[config.mk]
export PLATFORM = sky130hd
export DESIGN_NAME = can_bit_timing_solver_core_flat
export DESIGN_NICKNAME = d
export VERILOG_FILES = /design/src/sv/cbts_pkg.sv /design/src/sv/cbts_req_if.sv /design/src/sv/cbts_res_if.sv /design/src/sv/cbts_div.sv /design/src/sv/can_bit_timing_solver_core.sv /design/src/flat_wrapper.sv
export SDC_FILE = /design/constraint.sdc
export NUM_CORES = 1
export LEC_CHECK = 0
export BUFFER_PORTS_ARGS = -buffer_cell sky130_fd_sc_hd__buf_2
export CORE_MARGIN = 1
export CORE_UTILIZATION = 45
export CTS_CLUSTER_SIZE = 25
export DETAILED_ROUTE_END_ITERATION = 7
export GPL_ROUTABILITY_DRIVEN = 0
export PLACE_DENSITY = 0.64
export SYNTH_ARGS = -nofsm -noshare
export SYNTH_HDL_FRONTEND = slang
export SYNTH_SLANG_ARGS = --single-unit
[constraint.sdc]
create_clock -name clk -period 11.1 [get_ports clk]
set_clock_uncertainty 0.1 [all_clocks]
set_input_delay 0.555 -clock clk [delete_from_list [all_inputs] [get_ports clk]]
set_output_delay 0.555 -clock clk [all_outputs]
set_load 0.02 [all_outputs]
[src/sv/cbts_pkg.sv]
// Shared constants, types and segment tables of the CAN bit timing solver.
`timescale 1ns / 1ps

package cbts_pkg;

    localparam logic [31:0] MIN_RATE  = 32'd1000;
    localparam logic [31:0] FAST_RATE = 32'd1000000;
    localparam logic [4:0]  SUM_FAST  = 5'd9;     // 10 quanta per bit
    localparam logic [4:0]  SUM_SLOW  = 5'd16;    // 17 quanta per bit
    localparam logic [4:0]  SUM_MIN   = 5'd2;
    localparam logic [10:0] PRE_MAX   = 11'd1024;
    localparam logic [3:0]  DIV_LAST  = 4'd15;    // 16 passes, two quotient bits each

    typedef struct packed {
        logic        start;
        logic [31:0] dividend;
        logic [31:0] divisor;
    } div_req_t;

    typedef struct packed {
        logic        done;
        logic [31:0] quotient;
        logic [31:0] remainder;
    } div_rsp_t;

    // Segment 1 for a segment sum, sample point near 87.5%, never above 90%.
    function automatic logic [4:0] seg_one_lut(input logic [4:0] sum);
        logic [4:0] s1;
        case (sum)
            5'd2:    s1 = 5'd1;
            5'd3:    s1 = 5'd2;
            5'd4:    s1 = 5'd3;
            5'd5:    s1 = 5'd4;
            5'd6:    s1 = 5'd5;
            5'd7:    s1 = 5'd6;
            5'd8:    s1 = 5'd7;
            5'd9:    s1 = 5'd8;
            5'd10:   s1 = 5'd8;
            5'd11:   s1 = 5'd9;
            5'd12:   s1 = 5'd10;
            5'd13:   s1 = 5'd11;
            5'd14:   s1 = 5'd12;
            5'd15:   s1 = 5'd13;
            5'd16:   s1 = 5'd14;
            default: s1 = 5'd0;
        endcase
        return s1;
    endfunction

    function automatic logic [3:0] seg_two_lut(input logic [4:0] sum);
        logic [3:0] s2;
        case (sum) inside
            [5'd2:5'd9]:   s2 = 4'd1;
            [5'd10:5'd11]: s2 = 4'd2;
            [5'd12:5'd16]: s2 = 4'd2;
            default:       s2 = 4'd0;
        endcase
        return s2;
    endfunction

endpackage

[src/sv/cbts_req_if.sv]
// Request channel: clock rate and wanted bit rate.
`timescale 1ns / 1ps

interface cbts_req_if;
    logic        valid;
    logic        ready;
    logic [31:0] clock_hz;
    logic [31:0] target_bps;

    modport source (output valid, output clock_hz, output target_bps, input ready);
    modport sink   (input valid, input clock_hz, input target_bps, output ready);
endinterface

[src/sv/cbts_res_if.sv]
// Result channel: solved flag, prescaler and segments.
`timescale 1ns / 1ps

interface cbts_res_if;
    logic        valid;
    logic        ready;
    logic        solved;
    logic [10:0] prescale;
    logic        jump_width;
    logic [4:0]  seg_one;
    logic [3:0]  seg_two;

    modport source (output valid, output solved, output prescale, output jump_width,
                    output seg_one, output seg_two, input ready);
    modport sink   (input valid, input solved, input prescale, input jump_width,
                    input seg_one, input seg_two, output ready);
endinterface

[src/sv/cbts_div.sv]
// Shared 32-bit restoring divider, two quotient bits per cycle.
`timescale 1ns / 1ps

module cbts_div
    import cbts_pkg::*;
(
    input  logic     clk,
    input  logic     rst_n,
    input  div_req_t req,
    output div_rsp_t rsp
);

    logic        busy_reg, busy_next;
    logic        done_reg, done_next;
    logic [3:0]  cnt_reg, cnt_next;
    logic [31:0] rem_reg, rem_next;
    logic [31:0] quo_reg, quo_next;
    logic [31:0] dvs_reg, dvs_next;
    logic [31:0] rem_step, quo_step;
    logic [32:0] trial;
    logic [32:0] diff;

    // quo_reg holds the remaining dividend bits on top and the quotient below
    always_comb
    begin
        rem_step = rem_reg;
        quo_step = quo_reg;
        trial    = '0;
        diff     = '0;
        for (int i = 0; i < 2; i++)
        begin
            trial    = {rem_step, quo_step[31]};
            quo_step = {quo_step[30:0], 1'b0};
            diff     = trial - {1'b0, dvs_reg};
            if (!diff[32])
            begin
                rem_step    = diff[31:0];
                quo_step[0] = 1'b1;
            end
            else
            begin
                rem_step = trial[31:0];
            end
        end
    end

    always_comb
    begin
        busy_next = busy_reg;
        done_next = 1'b0;
        cnt_next  = cnt_reg;
        rem_next  = rem_reg;
        quo_next  = quo_reg;
        dvs_next  = dvs_reg;
        if (req.start)
        begin
            busy_next = 1'b1;
            cnt_next  = '0;
            rem_next  = '0;
            quo_next  = req.dividend;
            dvs_next  = req.divisor;
        end
        else if (busy_reg)
        begin
            rem_next = rem_step;
            quo_next = quo_step;
            cnt_next = cnt_reg + 4'd1;
            if (cnt_reg == DIV_LAST)
            begin
                busy_next = 1'b0;
                done_next = 1'b1;
            end
        end
    end

    always_ff @(posedge clk or negedge rst_n)
    begin
        if (!rst_n)
        begin
            busy_reg <= 1'b0;
            done_reg <= 1'b0;
            cnt_reg  <= '0;
        end
        else
        begin
            busy_reg <= busy_next;
            done_reg <= done_next;
            cnt_reg  <= cnt_next;
        end
    end

    always_ff @(posedge clk)
    begin
        rem_reg <= rem_next;
        quo_reg <= quo_next;
        dvs_reg <= dvs_next;
    end

    assign rsp.done      = done_reg;
    assign rsp.quotient  = quo_reg;
    assign rsp.remainder = rem_reg;

endmodule

[src/sv/can_bit_timing_solver_core.sv]
// Top level of the CAN bit timing solver: sequencer around one shared divider.
//
//   channel | dir | payload
//   --------+-----+------------------------------------------------------
//   req     | in  | clock_hz[31:0], target_bps[31:0]
//   res     | out | solved, prescale[10:0], jump_width, seg_one[4:0], seg_two[3:0]
//
// Each division on the shared divider runs load, 16 passes, hand-off.
// A request runs clock/rate, one modulo trial per segment sum (1 to 15 trials), then
// one verify division (no verify on an early failure). A bit rate below 1000
// is answered without a division. req.ready is high only while idle. The result
// register holds a finished answer until taken; the next request may be
// accepted meanwhile. Reset (rst_n low, asynchronous) returns to idle.
`timescale 1ns / 1ps

module can_bit_timing_solver_core
    import cbts_pkg::*;
(
    input  logic           clk,
    input  logic           rst_n,
    cbts_req_if.sink       req,
    cbts_res_if.source     res
);

    typedef enum logic [4:0] {
        ST_IDLE   = 5'b00001,
        ST_PBS    = 5'b00010,
        ST_TRIAL  = 5'b00100,
        ST_VERIFY = 5'b01000,
        ST_DONE   = 5'b10000
    } state_t;

    state_t      state_reg, state_next;
    logic [31:0] clock_reg, clock_next;
    logic [31:0] rate_reg, rate_next;
    logic [31:0] pbs_reg, pbs_next;
    logic [4:0]  sum_reg, sum_next;
    logic [10:0] pre_reg, pre_next;
    logic        ok_reg, ok_next;

    logic        start_reg, start_next;
    logic [31:0] dividend_reg, dividend_next;
    logic [31:0] divisor_reg, divisor_next;

    logic        res_valid_reg, res_valid_next;
    logic        solved_reg, solved_next;
    logic [10:0] prescale_reg, prescale_next;
    logic        jw_reg, jw_next;
    logic [4:0]  s1_reg, s1_next;
    logic [3:0]  s2_reg, s2_next;

    div_req_t    div_req;
    div_rsp_t    div_rsp;

    assign div_req.start    = start_reg;
    assign div_req.dividend = dividend_reg;
    assign div_req.divisor  = divisor_reg;

    cbts_div u_div (
        .clk   (clk),
        .rst_n (rst_n),
        .req   (div_req),
        .rsp   (div_rsp)
    );

    assign req.ready = (state_reg == ST_IDLE);

    always_comb
    begin
        state_next     = state_reg;
        clock_next     = clock_reg;
        rate_next      = rate_reg;
        pbs_next       = pbs_reg;
        sum_next       = sum_reg;
        pre_next       = pre_reg;
        ok_next        = ok_reg;
        start_next     = 1'b0;
        dividend_next  = dividend_reg;
        divisor_next   = divisor_reg;
        res_valid_next = res_valid_reg;
        solved_next    = solved_reg;
        prescale_next  = prescale_reg;
        jw_next        = jw_reg;
        s1_next        = s1_reg;
        s2_next        = s2_reg;

        if (res_valid_reg && res.ready)
            res_valid_next = 1'b0;

        case (state_reg)
            ST_IDLE:
            begin
                if (req.valid)
                begin
                    clock_next = req.clock_hz;
                    rate_next  = req.target_bps;
                    if (req.target_bps < MIN_RATE)
                    begin
                        ok_next    = 1'b0;
                        state_next = ST_DONE;
                    end
                    else
                    begin
                        sum_next      = (req.target_bps >= FAST_RATE) ? SUM_FAST : SUM_SLOW;
                        start_next    = 1'b1;
                        dividend_next = req.clock_hz;
                        divisor_next  = req.target_bps;
                        state_next    = ST_PBS;
                    end
                end
            end
            ST_PBS:
            begin
                if (div_rsp.done)
                begin
                    pbs_next      = div_rsp.quotient;
                    start_next    = 1'b1;
                    dividend_next = div_rsp.quotient;
                    divisor_next  = {27'd0, sum_reg} + 32'd1;
                    state_next    = ST_TRIAL;
                end
            end
            ST_TRIAL:
            begin
                if (div_rsp.done)
                begin
                    if (div_rsp.remainder == 32'd0)
                    begin
                        pre_next = div_rsp.quotient[10:0];
                        if (div_rsp.quotient == 32'd0 ||
                            div_rsp.quotient > {21'd0, PRE_MAX})
                        begin
                            ok_next    = 1'b0;
                            state_next = ST_DONE;
                        end
                        else
                        begin
                            // pre * (1 + sum) is pbs, so the check is clock / pbs
                            start_next    = 1'b1;
                            dividend_next = clock_reg;
                            divisor_next  = pbs_reg;
                            state_next    = ST_VERIFY;
                        end
                    end
                    else if (sum_reg <= SUM_MIN)
                    begin
                        ok_next    = 1'b0;
                        state_next = ST_DONE;
                    end
                    else
                    begin
                        // new divisor 1 + (sum - 1) is the old sum
                        sum_next      = sum_reg - 5'd1;
                        start_next    = 1'b1;
                        dividend_next = pbs_reg;
                        divisor_next  = {27'd0, sum_reg};
                    end
                end
            end
            ST_VERIFY:
            begin
                if (div_rsp.done)
                begin
                    ok_next    = (div_rsp.quotient == rate_reg);
                    state_next = ST_DONE;
                end
            end
            ST_DONE:
            begin
                if (!res_valid_reg || res.ready)
                begin
                    res_valid_next = 1'b1;
                    solved_next    = ok_reg;
                    prescale_next  = ok_reg ? pre_reg : 11'd0;
                    jw_next        = ok_reg;
                    s1_next        = ok_reg ? seg_one_lut(sum_reg) : 5'd0;
                    s2_next        = ok_reg ? seg_two_lut(sum_reg) : 4'd0;
                    state_next     = ST_IDLE;
                end
            end
            default:
            begin
                state_next = ST_IDLE;
            end
        endcase
    end

    always_ff @(posedge clk or negedge rst_n)
    begin
        if (!rst_n)
        begin
            state_reg     <= ST_IDLE;
            start_reg     <= 1'b0;
            res_valid_reg <= 1'b0;
        end
        else
        begin
            state_reg     <= state_next;
            start_reg     <= start_next;
            res_valid_reg <= res_valid_next;
        end
    end

    always_ff @(posedge clk)
    begin
        clock_reg    <= clock_next;
        rate_reg     <= rate_next;
        pbs_reg      <= pbs_next;
        sum_reg      <= sum_next;
        pre_reg      <= pre_next;
        ok_reg       <= ok_next;
        dividend_reg <= dividend_next;
        divisor_reg  <= divisor_next;
        solved_reg   <= solved_next;
        prescale_reg <= prescale_next;
        jw_reg       <= jw_next;
        s1_reg       <= s1_next;
        s2_reg       <= s2_next;
    end

    assign res.valid      = res_valid_reg;
    assign res.solved     = solved_reg;
    assign res.prescale   = prescale_reg;
    assign res.jump_width = jw_reg;
    assign res.seg_one    = s1_reg;
    assign res.seg_two    = s2_reg;

endmodule

[src/flat_wrapper.sv]
// flat-port wrapper written by rule: the top's interface ports become plain ports
module can_bit_timing_solver_core_flat import cbts_pkg::*;
  (clk, rst_n, req_valid, req_clock_hz, req_target_bps, req_ready, res_valid, res_solved, res_prescale, res_jump_width, res_seg_one, res_seg_two, res_ready);
  cbts_req_if req_i ();
  cbts_res_if res_i ();
  input  logic clk;
  input  logic rst_n;
  input wire logic [$bits(req_i.valid)-1:0] req_valid;
  input wire logic [$bits(req_i.clock_hz)-1:0] req_clock_hz;
  input wire logic [$bits(req_i.target_bps)-1:0] req_target_bps;
  output wire logic [$bits(req_i.ready)-1:0] req_ready;
  output wire logic [$bits(res_i.valid)-1:0] res_valid;
  output wire logic [$bits(res_i.solved)-1:0] res_solved;
  output wire logic [$bits(res_i.prescale)-1:0] res_prescale;
  output wire logic [$bits(res_i.jump_width)-1:0] res_jump_width;
  output wire logic [$bits(res_i.seg_one)-1:0] res_seg_one;
  output wire logic [$bits(res_i.seg_two)-1:0] res_seg_two;
  input wire logic [$bits(res_i.ready)-1:0] res_ready;
  assign req_i.valid = req_valid;
  assign req_i.clock_hz = req_clock_hz;
  assign req_i.target_bps = req_target_bps;
  assign req_ready = req_i.ready;
  assign res_valid = res_i.valid;
  assign res_solved = res_i.solved;
  assign res_prescale = res_i.prescale;
  assign res_jump_width = res_i.jump_width;
  assign res_seg_one = res_i.seg_one;
  assign res_seg_two = res_i.seg_two;
  assign res_i.ready = res_ready;
  can_bit_timing_solver_core u_core (.clk(clk), .rst_n(rst_n), .req(req_i), .res(res_i));
endmodule
==> results by group <==
Status
  – Outcome: complete, no violations

GRT
  – First-pass GRT wire length: 68.3 mm
  – Initial antenna violation count: 0
  – Tot GR Track Use: 23.0%
  – Vias in the first global route: 11827
  – GR Overflow Total: 0
  – Largest net degree at the start of global routing: 66

STA
  – Tmin final: 8400 ps
  – Unrepaired setup endpoints after global routing: false
  – Hold Fails Final Rpt: 0
  – Worst slew pin tran: 1260 ps
  – Fin crit share: 75.7%
  – Setup total negative slack: 0 ps
  – Final setup fails: 0
  – Slew headroom: 16.2%
  – Peak Freq: 0.119 GHz
  – Max-slew violation count: 0

Drt
  – Drt wl/cell: 22.2 um
  – DRC Markers: 0
  – DR vias: 12119
  – Initial DRT Pass Iterations: 5
  – DRT antenna net count: 0
  – Post-Route WL: 43.9 mm
  – DR vias/cell: 6.12
  – Violation count after the first detailed-routing iteration: 1029

Clocking
  – CTS Buf Count: 30
  – CTS H-tree lvls: 1
  – Clk Latency, worst-skew pair: 560 ps
  – CTS clk-pin slew, worst paths: 60 ps
  – CTS tree: yes
  – # clock sinks: 304
  – Setup Buffers After CTS: 0
  – Maximum buffer depth of the clock tree: 3
  – Clk root buf: clkbuf_16

Yosys
  – Share of flip-flops with an asynchronous set or reset: 4.28%
  – Most numerous cell in the Yosys netlist: edfxtp_1
  – Number of enable flip-flop cells after synthesis: 259
  – Post-synth top cells: edfxtp_1, nor2_1, o21ai_0
  – Avg Cell Area, Syn: 11.6 sq um
  – Seq cells post-synth: 304
  – Post-synth cell types: 79
  – Area share of the largest cell type after synthesis: 46.9%
  – Largest cells by area after synthesis: edfxtp_1, ha_1, mux2_2, dfxtp_1, xor2_1
  – Mapped cell area: 0.0166 sq mm
  – Top FF cell, synth: edfxtp_1
  – Synth area leader: edfxtp_1
  – Warnings, synthesis: 0
  – Cells after synthesis: 1433
  – Sequential area share after synthesis: 52.7%

Floorplan
  – Die Width: 194 um
  – Starting Density: 46.2%
  – Row count: 69
  – Chip Height: 194 um
  – Top Ports: 92
  – Core area: 0.0359 sq mm
  – Die area: 0.0376 sq mm

Worst setup path
  – Worst Path Required: 11270 ps
  – Worst Path Class, Setup: register to register
  – CP Max Fanout: 24
  – CP endpoint kind: register
  – WP data arrival: 8570 ps
  – Critical Path Start Type: register

Flow run
  – Max_cap viols: 0

Placed design
  – HPWL Detailed: 30.6 mm
  – Number of port buffers: 88

Cells and area
  – Nets: 1639
  – Diode count: 0
  – Synthesis-to-finish area growth: 10.8%
  – Ratio of cells with drive above 1 in the final layout: 15.6%

Hold path
  – Hold WC Path Type: input port to register
==> final timing paths <==
kind / slack (ps) / endpoint / cells past startpoint / start
max: 2700 / u_core.u_div.quo_reg[0] / 24 / u_core.u_div.quo_reg[31]
min: 80 / u_core.clock_reg[10] / 1 / req_clock_hz[10]
max reg2reg: 2700 / u_core.u_div.quo_reg[0] / 24 / u_core.u_div.quo_reg[31]
min reg2reg: 320 / u_core.u_div.dvs_reg[4] / 0 / u_core.divisor_reg[4]
max in group asynchronous: 10250 / u_core.state_reg[0] / 2 / rst_n
min in group asynchronous: 350 / u_core.state_reg[3] / 2 / rst_n
==> area by class of cell <==
| class | count | area, sq um |
|---|---|---|
| multi-input cells | 1004 | 7370 |
| fillers | 3154 | 17500 |
| well taps | 461 | 577 |
| clock buffers | 35 | 791 |
| flip-flops and latches | 304 | 8750 |
| clock inverters | 18 | 140 |
| inverters | 55 | 206 |
| repair buffers | 102 | 548 |
==> critical path: stages, from the launching register on <==
cell and delay, ps:
edfxtp_1 500, inv_1 140, ha_1 170, inv_1 50
fa_1 450, a211oi_2 270, o21ai_2 140, o2111a_1 280
o211a_1 260, o211a_1 270, o21a_1 260, nor2_2 690
buf_4 390, mux2_2 380, ha_1 360, a21oi_1 190
o21ai_1 80, nor2b_1 150, a211oi_2 260, a21boi_1 180
a2111oi_0 680, o31a_1 250, nand3_1 860, nand2_4 580
o21ai_0 130
==> cell families (layout without fill, tap and decap cells) <==
kind of cell	after synthesis	after routing	share of synthesized area, %
buffers and inverters	127	210	3.12
flip-flops	304	304	52.7
multiplexers	96	96	6.23
other	1	3	0.0226
AND/OR/NAND/NOR	322	322	9.72
AO/OA/AOI/OAI	414	414	17.5
XOR/XNOR	95	95	5.01
adder cells (fa/ha/maj)	74	74	5.67
==> stage by stage <==
step	hold WS [ps]	instances	setup slack [ps]	utilization, %	instance area (sq um)
3_5_place_dp	306	1925	2810	48.6	17400
6_report	84.9	1979	2700	51.2	18400
5_1_grt	71.0	1979	2230	51.2	18400
4_1_cts	65.7	1979	2790	51.2	18400
2_1_floorplan	159	1435	5110	-	16600
3_3_place_gp	302	1925	3100	48.6	17400
==> placed cells by master, fill, tap and decap left out, types with 10 or more instances in the layout <==
master	instances
o21bai_1	16
dfrtp_1	11
o21ai_0	79
a22o_1	26
o31ai_1	10
o21a_1	10
inv_1	54
a2111oi_2	10
buf_4	13
nand3_1	31
nand4_1	17
a211oi_1	17
o211ai_1	12
and2_1	20
a22oi_1	36
dfxtp_1	32
nor4_1	40
a21o_1	37
xor2_1	60
mux2_2	57
nor3_1	13
buf_2	88
nand2b_1	10
ha_1	72
a311oi_1	10
edfxtp_1	259
clkbuf_16	31
nor2_1	98
a21oi_1	72
mux2i_1	38
xnor2_1	35
nand2_1	54
==> metal layers <==
layer	vias up	global-route usage, %	share of wire [%]
met4	0	6.47	2.5
li1	5622	-	-
met1	5937	32.2	43
met3	66	2.90	7.2
met5	-	0	0
met2	494	37.5	47
==> repair_timing <==
| action | in CTS | in global routing |
|---|---|---|
| hold endpoints to repair | 12 | 0 |
| hold buffers | 1 | 0 |
| resized for setup | 0 | 0 |
Power is not shown: default switching activity piles up to over one toggle a cycle in this logic, so the estimate is an artifact.
